`src/rtl/ilft_pkg.sv`:
```
package ilft_pkg;

  // Parse phase, one-hot
  typedef enum logic [5:0] {
    PH_START   = 6'b000001,
    PH_PREFIX  = 6'b000010,
    PH_COMMAND = 6'b000100,
    PH_PARAMS  = 6'b001000,
    PH_TARGET  = 6'b010000,
    PH_MESSAGE = 6'b100000
  } phase_t;

  // Field tags
  localparam logic [2:0] TAG_DELIM   = 3'd0;
  localparam logic [2:0] TAG_PREFIX  = 3'd1;
  localparam logic [2:0] TAG_COMMAND = 3'd2;
  localparam logic [2:0] TAG_TARGET  = 3'd3;
  localparam logic [2:0] TAG_MESSAGE = 3'd4;
  localparam logic [2:0] TAG_TSPACE  = 3'd5;

  // Event classes; command events follow EV_PRIVMSG in command order
  localparam logic [2:0] EV_NONE    = 3'd0;
  localparam logic [2:0] EV_ACTION  = 3'd1;
  localparam logic [2:0] EV_PRIVMSG = 3'd2;

  localparam int          NUM_CMDS   = 5;
  localparam logic [2:0]  ACTION_LEN = 3'd7;
  localparam logic [3:0]  CMD_POS_MAX = 4'd15;

  localparam logic [7:0] CH_SPACE = 8'h20;
  localparam logic [7:0] CH_BANG  = 8'h21;
  localparam logic [7:0] CH_COLON = 8'h3A;
  localparam logic [7:0] CH_SOH   = 8'h01;

  // Result of one byte, parser to output register
  typedef struct packed {
    logic [2:0] field_tag;
    logic       is_nick_byte;
    logic [2:0] event_class;
    logic       nick_present;
  } result_t;

  function automatic logic [3:0] cmd_len(input logic [2:0] k);
    logic [3:0] n;
    begin
      unique case (k)
        3'd0:    n = 4'd7;
        3'd1,
        3'd2,
        3'd3,
        3'd4:    n = 4'd4;
        default: n = 4'd0;
      endcase
      return n;
    end
  endfunction

  function automatic logic [7:0] cmd_char(input logic [2:0] k, input logic [2:0] p);
    logic [63:0] w;
    logic [2:0]  sh;
    begin
      unique case (k)
        3'd0:    w = {"PRIVMSG", 8'h00};
        3'd1:    w = {"JOIN", 32'h0};
        3'd2:    w = {"PART", 32'h0};
        3'd3:    w = {"QUIT", 32'h0};
        3'd4:    w = {"NICK", 32'h0};
        default: w = '0;
      endcase
      sh = 3'd7 - p;
      return w[{sh, 3'b000} +: 8];
    end
  endfunction

  function automatic logic [7:0] action_char(input logic [2:0] p);
    logic [63:0] w;
    logic [2:0]  sh;
    begin
      w  = {CH_SOH, "ACTION", 8'h00};
      sh = 3'd7 - p;
      return w[{sh, 3'b000} +: 8];
    end
  endfunction

endpackage

```
`src/rtl/ilft_parser.sv`:
```
module ilft_parser
  import ilft_pkg::*;
(
  input  logic       clk,
  input  logic       rst,
  input  logic       advance,
  input  logic [7:0] in_byte,
  input  logic       in_last,
  output result_t    res
);

  phase_t     phase, phase_next;
  logic [3:0] cmd_pos, cmd_pos_next;
  logic [4:0] cmd_match, cmd_match_next;
  logic [2:0] act_pos, act_pos_next;
  logic       act_matching, act_matching_next;
  logic       bang_seen, bang_seen_next;
  logic       prev_space, prev_space_next;

  logic       cmd_hit;
  logic [2:0] tag;
  logic       nick;
  logic [2:0] ev;

  always_comb begin
    phase_next        = phase;
    cmd_pos_next      = cmd_pos;
    cmd_match_next    = cmd_match;
    act_pos_next      = act_pos;
    act_matching_next = act_matching;
    bang_seen_next    = bang_seen;
    prev_space_next   = prev_space;
    tag               = TAG_DELIM;
    nick              = 1'b0;
    cmd_hit           = 1'b0;

    unique case (phase)
      PH_PREFIX: begin
        if (in_byte == CH_SPACE) begin
          phase_next = PH_COMMAND;
        end else begin
          tag = TAG_PREFIX;
          if (in_byte == CH_BANG) bang_seen_next = 1'b1;
          else if (!bang_seen) nick = 1'b1;
        end
      end
      PH_COMMAND: begin
        if (in_byte == CH_SPACE) begin
          phase_next = PH_PARAMS;
        end else begin
          tag     = TAG_COMMAND;
          cmd_hit = 1'b1;
        end
      end
      PH_PARAMS, PH_TARGET: begin
        if (in_byte == CH_COLON && (phase == PH_PARAMS || prev_space)) begin
          phase_next        = PH_MESSAGE;
          act_matching_next = 1'b1;
          act_pos_next      = '0;
        end else if (in_byte == CH_SPACE) begin
          tag             = TAG_TSPACE;
          prev_space_next = 1'b1;
          phase_next      = PH_TARGET;
        end else begin
          tag             = TAG_TARGET;
          prev_space_next = 1'b0;
          phase_next      = PH_TARGET;
        end
      end
      PH_MESSAGE: begin
        tag = TAG_MESSAGE;
        if (act_matching) begin
          if (act_pos != ACTION_LEN) begin
            if (action_char(act_pos) == in_byte) begin
              act_pos_next = act_pos + 3'd1;
            end else begin
              act_matching_next = 1'b0;
              act_pos_next      = '0;
            end
          end else if (in_byte == CH_SPACE || in_byte == CH_SOH) begin
            // confirmed: hold the position at full length
            act_matching_next = 1'b0;
          end else begin
            act_matching_next = 1'b0;
            act_pos_next      = '0;
          end
        end
      end
      default: begin
        if (in_byte == CH_COLON) begin
          phase_next = PH_PREFIX;
        end else if (in_byte == CH_SPACE) begin
          phase_next = PH_PARAMS;
        end else begin
          tag        = TAG_COMMAND;
          cmd_hit    = 1'b1;
          phase_next = PH_COMMAND;
        end
      end
    endcase

    // drop every command word that this byte does not continue
    if (cmd_hit) begin
      for (int k = 0; k < NUM_CMDS; k++) begin
        if (cmd_pos >= cmd_len(3'(k)) || cmd_char(3'(k), cmd_pos[2:0]) != in_byte)
          cmd_match_next[k] = 1'b0;
      end
      if (cmd_pos != CMD_POS_MAX) cmd_pos_next = cmd_pos + 4'd1;
    end

    // lowest command index wins; action overrides
    ev = EV_NONE;
    for (int k = NUM_CMDS - 1; k >= 0; k--) begin
      if (cmd_match_next[k] && cmd_pos_next == cmd_len(3'(k)))
        ev = EV_PRIVMSG + 3'(k);
    end
    if (act_pos_next == ACTION_LEN) ev = EV_ACTION;

    res.field_tag    = tag;
    res.is_nick_byte = nick;
    res.event_class  = in_last ? ev : EV_NONE;
    res.nick_present = in_last & bang_seen_next;
  end

  always_ff @(posedge clk) begin
    if (rst || (advance && in_last)) begin
      phase        <= PH_START;
      cmd_pos      <= '0;
      cmd_match    <= '1;
      act_pos      <= '0;
      act_matching <= 1'b0;
      bang_seen    <= 1'b0;
      prev_space   <= 1'b0;
    end else if (advance) begin
      phase        <= phase_next;
      cmd_pos      <= cmd_pos_next;
      cmd_match    <= cmd_match_next;
      act_pos      <= act_pos_next;
      act_matching <= act_matching_next;
      bang_seen    <= bang_seen_next;
      prev_space   <= prev_space_next;
    end
  end

endmodule

```
`src/rtl/irc_line_field_tagger_top.sv`:
```
// IRC line field tagger.
// Input stream (s_*): one byte of an IRC protocol line per request, with
//   s_tlast high on the final byte of the line.
// Output stream (m_*): exactly one request per input byte, in order. The byte
//   comes back with its field tag (delimiter, prefix, command, target, target
//   space, message) and a nick flag for prefix bytes before the first '!'.
//   m_tlast copies the input mark; on that request the event class (action,
//   privmsg, join, part, quit, nick change or none) and the nick-present flag
//   are valid, and both read zero on every other request.
// Path: an accepted byte passes the input register, then the result register,
//   before it can be taken at the output.
// Throughput: one byte per cycle while m_tready stays high; the parse state
//   advances as each byte moves from the input register to the result register.
// Reset (rst, synchronous): empties both registers and returns the parser to
//   line start. After each final byte the parser returns to line start too.
// Stall: while m_tready is low the result holds; one more byte can still be
//   accepted into the input register, after which s_tready drops.
module irc_line_field_tagger_top
  import ilft_pkg::*;
(
  input  logic        clk,
  input  logic        rst,
  input  logic        s_tvalid,
  output logic        s_tready,
  input  logic [7:0]  s_tdata,   // [7:0] line_byte
  input  logic        s_tlast,   // line_end
  output logic        m_tvalid,
  input  logic        m_tready,
  output logic [15:0] m_tdata,   // [7:0] out_byte, [10:8] event_class,
                                 // [11] nick_present, [15:12] zero
  output logic [3:0]  m_tuser,   // [2:0] field_tag, [3] is_nick_byte
  output logic        m_tlast    // last_flag
);

  // input register
  logic       in_valid;
  logic [7:0] in_byte;
  logic       in_last;

  // result register payload
  logic [7:0] out_byte;
  result_t    out_res;

  result_t    res;
  logic       out_free;
  logic       advance;
  logic       accept;

  // the result register can load when empty or being drained this cycle
  assign out_free = !m_tvalid || m_tready;
  assign advance  = in_valid && out_free;
  assign s_tready = !in_valid || out_free;
  assign accept   = s_tvalid && s_tready;

  always_ff @(posedge clk) begin
    if (rst) begin
      in_valid <= 1'b0;
    end else if (accept) begin
      in_valid <= 1'b1;
    end else if (advance) begin
      in_valid <= 1'b0;
    end
  end

  always_ff @(posedge clk) begin
    if (accept) begin
      in_byte <= s_tdata;
      in_last <= s_tlast;
    end
  end

  // parse state advances only when the byte moves into the result register
  ilft_parser u_parser (
    .clk     (clk),
    .rst     (rst),
    .advance (advance),
    .in_byte (in_byte),
    .in_last (in_last),
    .res     (res)
  );

  always_ff @(posedge clk) begin
    if (rst) begin
      m_tvalid <= 1'b0;
    end else if (out_free) begin
      m_tvalid <= in_valid;
    end
  end

  always_ff @(posedge clk) begin
    if (advance) begin
      out_byte <= in_byte;
      out_res  <= res;
      m_tlast  <= in_last;
    end
  end

  assign m_tdata = {4'b0000, out_res.nick_present, out_res.event_class, out_byte};
  assign m_tuser = {out_res.is_nick_byte, out_res.field_tag};

endmodule

```
`config.mk`:
```
export PLATFORM = sky130hd
export DESIGN_NAME = irc_line_field_tagger_top
export DESIGN_NICKNAME = d
export VERILOG_FILES = /design/src/rtl/ilft_pkg.sv /design/src/rtl/ilft_parser.sv /design/src/rtl/irc_line_field_tagger_top.sv
export SDC_FILE = /design/constraint.sdc
export NUM_CORES = 1
export LEC_CHECK = 0
export ABC_AREA = 1
export BUFFER_PORTS_ARGS = -buffer_cell sky130_fd_sc_hd__buf_2
export CORE_UTILIZATION = 35
export CTS_CLUSTER_SIZE = 24
export DETAILED_ROUTE_END_ITERATION = 8
export HOLD_SLACK_MARGIN = 0.15
export PLACE_DENSITY_LB_ADDON = 0.3
export REMOVE_ABC_BUFFERS = 1
export SLEW_MARGIN = 40
export SYNTH_ARGS = -nofsm -noshare
export SYNTH_HDL_FRONTEND = slang
export SYNTH_SLANG_ARGS = --single-unit
export TNS_END_PERCENT = 1
```
`constraint.sdc`:
```
create_clock -name clk -period 2.6 [get_ports clk]
set_input_delay 0.52 -clock clk [delete_from_list [all_inputs] [get_ports clk]]
set_output_delay 0.52 -clock clk [all_outputs]
set_load 0.02 [all_outputs]
```
==> Yosys cells after proc, flatten, opt, wreduce, memory -nomap -nowiden <==
Index checks and enable logic that the tools add are counted.
{ "op_classes": {"n_addsub": 4, "mul": 0, "div": 0, "n_lt_le_gt_ge": 2, "eq_ne": 23, "n_shift": 6, "muxes": 54, "bitwise": 5, "n_reduce_logical": 31} }
{ "ops": {"columns": ["op", "count"], "rows": [
  ["64-bit two-way mux", 5],
  ["64-bit by 7-bit variable part select with 8-bit output", 5],
  ["64-bit by 7-bit variable part select with 8-bit output (first input constant)", 1],
  ["8-bit != test", 5],
  ["3-bit two-way mux", 10],
  ["8-bit by 6-bit equality test with 1-bit output (second input constant)", 3],
  ["6-bit two-way mux", 4],
  ["6-bit case mux with 4 select lines", 1],
  ["1-bit two-way mux", 20],
  ["4-bit two-way mux", 5],
  ["3-bit case mux with 4 select lines", 1],
  ["1-bit logical OR", 10],
  ["1-bit logical AND", 9],
  ["4-bit by 3-bit equality test with 1-bit output (second input constant)", 2],
  ["8-bit by 1-bit equality test with 1-bit output (second input constant)", 1],
  ["8-bit equality test", 1],
  ["4-bit greater-or-equal comparator", 2],
  ["2-bit two-way mux", 4],
  ["4-bit OR reduction", 2],
  ["6-bit by 2-bit equality test with 1-bit output (second input constant)", 1],
  ["6-bit by 3-bit equality test with 1-bit output (second input constant)", 1],
  ["6-bit by 4-bit equality test with 1-bit output (second input constant)", 1],
  ["6-bit by 5-bit equality test with 1-bit output (second input constant)", 1],
  ["6-bit equality test (second input constant)", 1],
  ["18 further kinds", 29]
]} }
{ "word_totals": {"ff_bits": 49, "latchBits": 0, "ramBits": 0, "romBits": 0, "input_bits": 13, "memories": 0} }

==> Logic depth before layout (Yosys ltp) <==
Gate-level depths: netlist of the first run.
{ "depth": {"word_depth": 17, "ltp_mapped": 17} }

==> Modules after synthesis <==
Synthesis of the first run repeated with hierarchy kept, for this count alone.
{ "hier_totals": {"hier_cells": 443, "hier_area_um2": 3288.2} }
{ "modules_own_cells": {"columns": ["module", "instances", "cells_per_inst", "area_each_um2", "seq_area_each_um2"], "rows": [
  ["ilft_parser", 1, 400, 2382.3, 420.4],
  ["irc_line_field_tagger_top", 1, 43, 905.9, 820.8]
]} }

==> Worst setup path before layout of the first run <==
OpenSTA, ideal clock, no wires.
{ "synth_path": {"path_type": "register -> register", "from": "register u_parser.cmd_pos[0]", "to": "register out_res (netlist bit m_tdata[10]) (data pin)", "setup_ps": 257, "t_arrival_ps": 1792, "required_time_ps": 2343, "path_slack_ps": 551, "stages_incl_launch_ff": 13, "cell_sequence": "dfxtp_1 -> ha_1 -> inv_1 -> ha_1 -> or2_2 -> nand4_1 -> nor2_1 -> nand3_1 -> o21ai_0 -> nand2_1 -> nand2_1 -> o211ai_1 -> nor2_1"} }
{ "synth_between": {"elab_chain_len": 10} }
{ "synth_lines": {"columns": ["element", "line_no", "text"], "rows": [
  ["start: declaration", "ilft_parser.sv:13", "logic [3:0] cmd_pos, cmd_pos_next;"],
  ["start signal: assignment", "ilft_parser.sv:136", "cmd_pos <= cmd_pos_next;"],
  ["3-bit subtractor", "ilft_pkg.sv:70", "sh = 3'd7 - p;"],
  ["64-bit by 7-bit variable part select with 8-bit output", "ilft_pkg.sv:71", "return w[{sh, 3'b000} +: 8];"],
  ["8-bit != test", "ilft_parser.sv:105", "if (cmd_pos >= cmd_len(3'(k)) || cmd_char(3'(k), cmd_pos[2:0]) != in_byte)"],
  ["1-bit logical OR", "ilft_parser.sv:105", null],
  ["1-bit two-way mux", "ilft_parser.sv:105", null],
  ["5-bit two-way mux", "ilft_parser.sv:103", "if (cmd_hit) begin"],
  ["1-bit logical AND", "ilft_parser.sv:114", "if (cmd_match_next[k] && cmd_pos_next == cmd_len(3'(k)))"],
  ["3-bit two-way mux (3 in series)", "ilft_parser.sv:114", null],
  ["end signal: assignment", "irc_line_field_tagger_top.sv:93", "out_res <= res;"],
  ["end: declaration", "irc_line_field_tagger_top.sv:42", "result_t out_res;"]
]} }
Several ways; a longest one is shown, not always the timed one.
A chain may end at the register's enable or synchronous reset.

==> Worst setup path after layout of the first run <==
{ "layout_path": {"from": "register u_parser.cmd_pos[1]", "to": "register out_res (netlist bit m_tdata[9]) (data pin)"} }
{ "layout_between": {"elab_chain_len": 12} }
{ "layout_lines": {"columns": ["element", "line_no"], "rows": [
  ["3-bit subtractor", "ilft_pkg.sv:70"],
  ["64-bit by 7-bit variable part select with 8-bit output", "ilft_pkg.sv:71"],
  ["8-bit != test", "ilft_parser.sv:105"],
  ["1-bit logical OR", "ilft_parser.sv:105"],
  ["1-bit two-way mux", "ilft_parser.sv:105"],
  ["5-bit two-way mux", "ilft_parser.sv:103"],
  ["1-bit logical AND", "ilft_parser.sv:114"],
  ["3-bit two-way mux (3 in series)", "ilft_parser.sv:114"],
  ["2-bit two-way mux", "ilft_parser.sv:114"],
  ["2-bit two-way mux (*)", "ilft_parser.sv:114"]
]} }
Every way passes the cells marked *; elsewhere a longest branch is shown, timed or not.

==> summary.txt, run 1 <==
Detailed routing
  – Post-DR vias/cell: about 5.0
  – Final ANT Viol Nets: 0
  – DR WL/cell: roughly 13 µm
  – Drt pass-1 iters: 5
  – Iteration-0 DRC Markers: roughly 170
  – DR vias: 2859
  – # DRC: 0
  – Final WL: between 7 and 8 mm

Critical path
  – Worst Reg-to-Reg Cells: 13
  – Reg2Reg Launch Point: u_parser.cmd_pos[1]
  – CP Class: reg2reg
  – R2R setup slack: 0.25 ns
  – Worst reg2reg endpoint: m_tdata[9]
  – Data required, critical path: 2.68 ns
  – Worst-path cell chain: ha_1 -> inv_1 -> ha_1 -> nand2_1 -> nand4_1 -> nor2_1 -> nand3_1 -> o21ai_1 -> nand2_1 -> nand2_1 -> nor2_1 -> nor2_1 -> nor2_1
  – CP max stage delay: ~0.48 ns
  – Slowest CP cell: dfxtp_1
  – CP top delay family: simple AND/OR/NAND/NOR gates
  – CP Capture Type: flip-flop
  – CP startpoint kind: flip-flop
  – Arr. time, crit path: roughly 2.4 ns
  – Worst path bufs/invs: 1
  – Crit Path Max Fanout: 8
  – Critical Path Most Common Cell: nor2_1

Clocking
  – TritonCTS clock tree: yes
  – Clock Sinks: approximately 50
  – Postcts setup bufs: 0
  – Skew-Pair Late Insertion Delay: roughly 0.31 ns
  – Number of CTS-inserted buffers: 5
  – Clk root buf: clkbuf_8
  – CTS max path bufs: 2
  – Clk slew on worst S/H paths: 0.10 ns
  – Htree depth: 2
  – Hold-fix buffers, CTS: 0

Placed design
  – IO Port Bufs: 31
  – Hpwl dp: between 5 and 6 mm
  – GP Congestion: a little under 0.9

Final layout
  – Most common cell after layout, fill and taps aside: nand2_1
  – Seq. cell area: between 1000 and 1500 µm²
  – P&R area growth vs syn: 11.6%
  – Share of layout cells above drive strength 1: approximately 16%
  – Diode count: 0
  – Final #Nets: roughly 500
  – Most frequent cells in the layout: 106 x nand2_1, 54 x inv_1, 42 x nor2_1, 36 x nand3_1, 31 x buf_2
  – Area occupied by multi-input gates: between 1500 and 2000 µm²
  – # fillers: around 930

Min path
  – Worst Hold Launch: s_tdata[6]
  – Worst Hold Class: in2reg
  – Hold EP: in_byte[6]
  – Hold Path Stages: 1

Synth
  – Largest family of logic cells by synthesized area: simple AND/OR/NAND/NOR gates
  – Post-synthesis simple-gate area fraction: between 30% and 40%
  – Register area share after synthesis: 38.6%
  – XOR/XNOR Fraction of Synth Area: under 10%
  – Synth Area in Adders: under 10%
  – Unique masters post-synth: 35
  – EDFF count, synth: 26
  – Mapped Area: 3220 µm²
  – Synth async-reset ratio: 0%
  – Top FF cell, synth: edfxtp_1
  – Cells after synthesis: 430
  – Mean post-synth cell area: around 7.5 µm²
  – Yosys warnings: 0
  – Compound-gate portion of the synthesized area: 9.61%
  – Mux cell area share after synthesis: less than 1%
  – Seq cells post-synth: 49

Die
  – Std cell rows: 34
  – Die area: around 9600 µm²
  – Chip width: about 100 µm
  – IO Pins: 36
  – Die Height: a little under 100 µm
  – Core Box Area: between 8000 and 9000 µm²
  – Initial Util: 36.5%

Global route
  – First-pass GRT wire length: about 13 mm
  – Vias in the first global route: ~2700
  – Total gr overflow: 0
  – Largest net degree at the start of global routing: 24
  – Gr usage total: 17.1%
  – Antenna violations before repair: 0

Power and ir drop
  – P_leak: roughly 1.7 nW
  – Max IR drop VDD: 183 µV
  – Pwr Density: about 470 nW/µm²

STA
  – Minimum clock period: roughly 2.4 ns
  – Count of pins over their slew limit: 0
  – Endpoints failing setup: 0
  – Hold Fails Final Rpt: 0
  – Worst hold slack: about 0.38 ns
  – Max Fclk: between 400 and 500 MHz
  – Tcrit/Tclk final: around 90%
  – Unrepaired setup endpoints after global routing: false
  – Sum Neg Setup Slack: 0 ns
  – Post-Route Skew: 0.00898 ns

Outcome
  – Status: finished, final reports clean

Run
  – Maxcap violations: 0
-- routing by layer --
layer / GRT usage, % / vias to the layer above / part of all wire, %
met2: 28.5 / 66 / 49
met5: 0 / - / 0
met3: 2.36 / 13 / 4.0
li1: - / 1460 / -
met4: 7.69 / 0 / 2.3
met1: 22.0 / 1320 / 45
-- worst max path at each step --
stage / slack [ns] / end / cells past startpoint / start
2_1_floorplan: 0.36 / u_parser.phase[3] / 7 / m_tready
3_3_place_gp: 0.19 / m_tdata[9] / 13 / u_parser.cmd_pos[1]
3_5_place_dp: 0.18 / m_tdata[9] / 13 / u_parser.cmd_pos[1]
4_1_cts: 0.15 / m_tdata[9] / 13 / u_parser.cmd_pos[1]
5_1_grt: 0.01 / m_tdata[9] / 13 / u_parser.cmd_pos[1]
6_report: 0.25 / m_tdata[9] / 13 / u_parser.cmd_pos[1]
-- where the power goes --
group | total [W] | switching, W | internal [W]
Sequential | 0.000895 | 0.0000384 | 0.000857
Combinational | 0.000350 | 0.000234 | 0.000116
Clock | 0.000458 | 0.000267 | 0.000192
-- cell type report --
cell class,instances,area share [%]
Multi-Input combinational cell,314,47.3
Tap cell,108,3.77
Sequential cell,49,34.6
Clock inverter,2,0.349
Clock buffer,6,2.02
Timing Repair Buffer,38,5.79
Inverter,59,6.17
-- per-stage QoR --
stage	setup slack [ns]	utilization (%)	total power (W)	std cells	cell area [µm²]
2_1_floorplan	0.358	-	0.00116	422	3160
3_5_place_dp	0.185	39.8	0.00126	568	3500
4_1_cts	0.153	40.8	0.00173	576	3590
3_3_place_gp	0.192	39.8	0.00126	568	3500
5_1_grt	0.0142	40.8	0.00180	576	3590
6_report	0.249	40.8	0.00170	576	3590
-- Yosys cell counts (2+ instances only) --
master    count  share of area, %
nand2_1     106                12
inv_1        54               6.3
nor2_1       42               4.9
nand3_1      36               5.6
a21oi_1      30               4.7
edfxtp_1     26                24
dfxtp_1      23                14
o21ai_0      16               2.5
ha_1         15               5.8
xor2_1       15               4.1
nand4_1       7               1.4
nor2_4        7               2.5
nand2_2       5              0.97
nor3_1        5              0.78
a211oi_1      4              0.93
buf_4         4              0.93
inv_2         4              0.47
nor2_2        4              0.78
buf_2         3              0.47
clkbuf_1      3              0.35
nand2_4       2              0.70
nand3_2       2              0.62
nand4_2       2              0.78
o211ai_1      2              0.47
o21ai_1       2              0.31
or2_2         2              0.39
-- what timing repair did --
item	CTS	global route
gates resized for setup	0	1
setup endpoints to repair	0	3
endpoints found under the hold margin	0	0
-- cell families (layout without fill, tap and decap cells) --
group                    after synthesis  after routing
AO/OA/AOI/OAI                         57             57
XOR/XNOR                              15             15
adder cells (fa/ha/maj)               15             15
buffers and inverters                 70            105
flip-flops                            49             49
multiplexers                           1              1
other                                  1              4
AND/OR/NAND/NOR                      222            222
-- flip-flops by register name (all words and copies together) (netlist names) --
signal and flops:
out_byte 8, u_parser.bang_seen 1, m_tvalid 1, u_parser.act_matching 1, u_parser.prev_space 1, u_parser.phase 6, u_parser.cmd_pos 4, m_tuser 4
m_tlast 1, in_byte 8, m_tdata 4, u_parser.cmd_match 5, in_valid 1, in_last 1, u_parser.act_pos 3
Note: power is estimated with default switching activity, not from simulation.
==> inputs of run 2 (changes only) <==
--- a/config.mk
+++ b/config.mk
@@ -7,7 +7,7 @@
 export LEC_CHECK = 0
 export ABC_AREA = 1
 export BUFFER_PORTS_ARGS = -buffer_cell sky130_fd_sc_hd__buf_2
-export CORE_UTILIZATION = 35
+export CORE_UTILIZATION = 30
 export CTS_CLUSTER_SIZE = 24
 export DETAILED_ROUTE_END_ITERATION = 8
 export HOLD_SLACK_MARGIN = 0.15
==> run 2 against run 1 <==
  * Setup slack got worse by 0.050 ns
  * Sequential cell count did not move
  * Clock skew rose by 0.0018 ns
  * Non-clock buffer count fell by 2
  * Routed wire length rose by 4.2%
  * Maximum frequency fell by 2.1%
  * Combinational power fell by 1%
  * First-iteration DRC count fell by 9.3%
  * Final cell count rose by 4.5%
  * Global-route usage fell by 1.9 points
  * Critical path type unchanged
  * Largest cell class unchanged
  * Highest routed layer unchanged
==> summary.txt, run 2 (synthesized netlist as in run 1, its figures left out) <==
STA
  – Unrepaired setup endpoints after global routing: false (unchanged)
  – Minimum clock period: 2.40 ns (was 2.35 ns)
  – Tcrit/Tclk final: 92.4% (was 90.4%)
  – Slew margin rel.: about two thirds
  – Count of pins over their slew limit: 0 (unchanged)
  – Setup ws final: 0.198 ns (was 0.249 ns)
  – Worst-margin pin slew: 0.518 ns
  – Endpoints failing setup: 0 (unchanged)
  – Worst hold slack: 0.378 ns (was 0.380 ns)
  – Max Fclk: 416 MHz (was 425 MHz)
  – Post-Route Skew: 0.0108 ns (was 0.00898 ns)
  – Hold Fails Final Rpt: 0 (unchanged)
  – Sum Neg Setup Slack: 0 ns (unchanged)

Power and ir drop
  – P_leak: 1.70 nW (about the same)
  – Max IR drop VDD: 197 µV (was 183 µV)
  – Pwr Density: 474 nW/µm² (was 475 nW/µm²)

Outcome
  – Status: finished, final reports clean (unchanged)

Min path
  – Hold Path Stages: 1 (unchanged)
  – Hold EP: in_byte[7] (was in_byte[6])
  – Worst Hold Class: in2reg (unchanged)
  – Worst Hold Launch: s_tdata[7] (was s_tdata[6])

Critical path
  – Data required, critical path: 2.68 ns (about the same)
  – Crit Path Max Fanout: 8 (unchanged)
  – Worst reg2reg endpoint: m_tdata[9] (unchanged)
  – Worst Reg-to-Reg Cells: 13 (unchanged)
  – Critical path origin: u_parser.cmd_pos[1] (unchanged)
  – R2R setup slack: 0.20 ns (was 0.25 ns)
  – Arr. time, crit path: 2.48 ns (was 2.43 ns)
  – Reg2Reg Launch Point: u_parser.cmd_pos[1] (unchanged)
  – CP startpoint kind: flip-flop (unchanged)
  – CP Capture Type: flip-flop (unchanged)
  – CP Class: reg2reg (unchanged)

Clocking
  – CTS max path bufs: 2 (unchanged)
  – Htree depth: 2 (unchanged)
  – Postcts setup bufs: 0 (unchanged)
  – TritonCTS clock tree: yes (unchanged)
  – Skew-Pair Late Insertion Delay: 0.32 ns (was 0.31 ns)
  – Clk root buf: clkbuf_8 (unchanged)
  – Clk slew on worst S/H paths: 0.10 ns (about the same)
  – Clock Sinks: 49 (unchanged)
  – Number of CTS-inserted buffers: 5 (unchanged)

Die
  – Initial Util: 31.0% (was 36.5%)
  – Die area: 11100 µm² (was 9580 µm²)
  – Core Box Area: 10400 µm² (was 8810 µm²)
  – IO Pins: 36 (unchanged)
  – Std cell rows: 37 (was 34)
  – Die Height: 106 µm (was 97.9 µm)
  – Chip width: 106 µm (was 97.9 µm)

Global route
  – Antenna violations before repair: 0 (unchanged)
  – Total gr overflow: 0 (unchanged)
  – Gr usage total: 15.2% (was 17.1%)
  – Vias in the first global route: 2633 (was 2690)
  – Largest net degree at the start of global routing: 24 (unchanged)
  – First-pass GRT wire length: 13.3 mm (was 13.1 mm)

Placed design
  – Hpwl dp: 6.12 mm (was 5.81 mm)
  – Pre-CTS setup slack: 0.149 ns (was 0.185 ns)
  – GP Congestion: 0.855 (was 0.876)
  – IO Port Bufs: 31 (unchanged)

Detailed routing
  – # DRC: 0 (unchanged)
  – Post-DR vias/cell: 4.70 (was 4.96)
  – Drt pass-1 iters: 5 (unchanged)
  – DR WL/cell: 13.4 µm (was 13.5 µm)
  – Final ANT Viol Nets: 0 (unchanged)
  – Final WL: 8.08 mm (was 7.75 mm)
  – DR vias: 2830 (was 2859)
  – Iteration-0 DRC Markers: 156 (was 172)

Final layout
  – Most common cell after layout, fill and taps aside: nand2_1 (unchanged)
  – Final #Nets: 493 (was 495)
  – P&R area growth vs syn: 12.6% (was 11.6%)
  – Diode count: 0 (unchanged)
  – Top flop regs: in_byte x8, out_byte x8, u_parser.phase x6 (unchanged)
  – Most frequent cells in the layout: 106 x nand2_1, 54 x inv_1, 40 x nor2_1, 36 x nand3_1, 31 x buf_2 (was 106 x nand2_1, 54 x inv_1, 42 x nor2_1, 36 x nand3_1, 31 x buf_2)
  – Share of layout cells above drive strength 1: 16.3% (was 15.8%)

Run
  – Maxcap violations: 0 (unchanged)
-- run 2: cell types whose count changed in the layout (fill, tap and decap cells not counted), sizes merged --
cell | previous run | this run
buf | 38 | 36
clkbuf | 6 | 5
clkinv | 1 | 4
inv | 60 | 58
-- run 2: worst max-delay path, cell delays in order (launching register included) --
cell,delay [ns]
dfxtp_1,0.47
ha_1,0.32
inv_1,0.08
ha_1,0.21
nand2_1,0.07
nand4_1,0.10
nor2_1,0.10
nand3_1,0.11
o21ai_0,0.27
nand2_1,0.11
nand2_1,0.11
nor2_1,0.05
nor2_1,0.10
nor2_1,0.06
-- run 2: repair_timing --
action	4_1_cts	5_1_grt
hold buffers	0	0
endpoints found under the setup margin	0	3
gates resized for setup	0	3
-- run 2: power breakdown --
group | switching [W] | internal (W) | total, W
Sequential | 0.0000412 | 0.000857 | 0.000899
Clock | 0.000282 | 0.000192 | 0.000474
Combinational | 0.000231 | 0.000114 | 0.000345
Total | 0.000555 | 0.00116 | 0.00172
-- run 2: per-layer routing --
metal | vias up | share of wire, % | GRT usage (%)
met5 | - | 0 | 0
met4 | 0 | 2.2 | 5.65
met3 | 12 | 3.8 | 2.23
met2 | 73 | 47 | 25.6
met1 | 1290 | 46 | 19.8
li1 | 1455 | - | -
-- run 2: cell type report --
cell class / instances / area [µm²]
fillers: 1114 / 6750
multi-input cells: 314 / 1700
flip-flops and latches: 49 / 1240
inverters: 59 / 221
repair buffers: 36 / 193
well taps: 136 / 170
clock buffers: 5 / 68.8
clock inverters: 3 / 22.5
-- run 2: metrics by stage --
step	cell area [µm²]	total power, W	util, %	cells
after floorplan	3160	0.00116	-	422
after global placement	3520	0.00125	34.0	594
after detailed placement	3520	0.00126	34.0	594
after CTS	3610	0.00174	34.9	602
after global routing	3620	0.00182	34.9	602
final	3620	0.00172	34.9	602
-- run 2: how the worst max path moves through the flow --
stage | end | slack [ns] | depth (start not counted)
floorplan | u_parser.phase[3] | 0.36 | 7
global placement | m_tdata[9] | 0.15 | 12
detailed placement | m_tdata[9] | 0.15 | 12
CTS | m_tdata[9] | 0.13 | 12
global route | m_tdata[9] | 0.004 | 13
finish | m_tdata[9] | 0.20 | 13
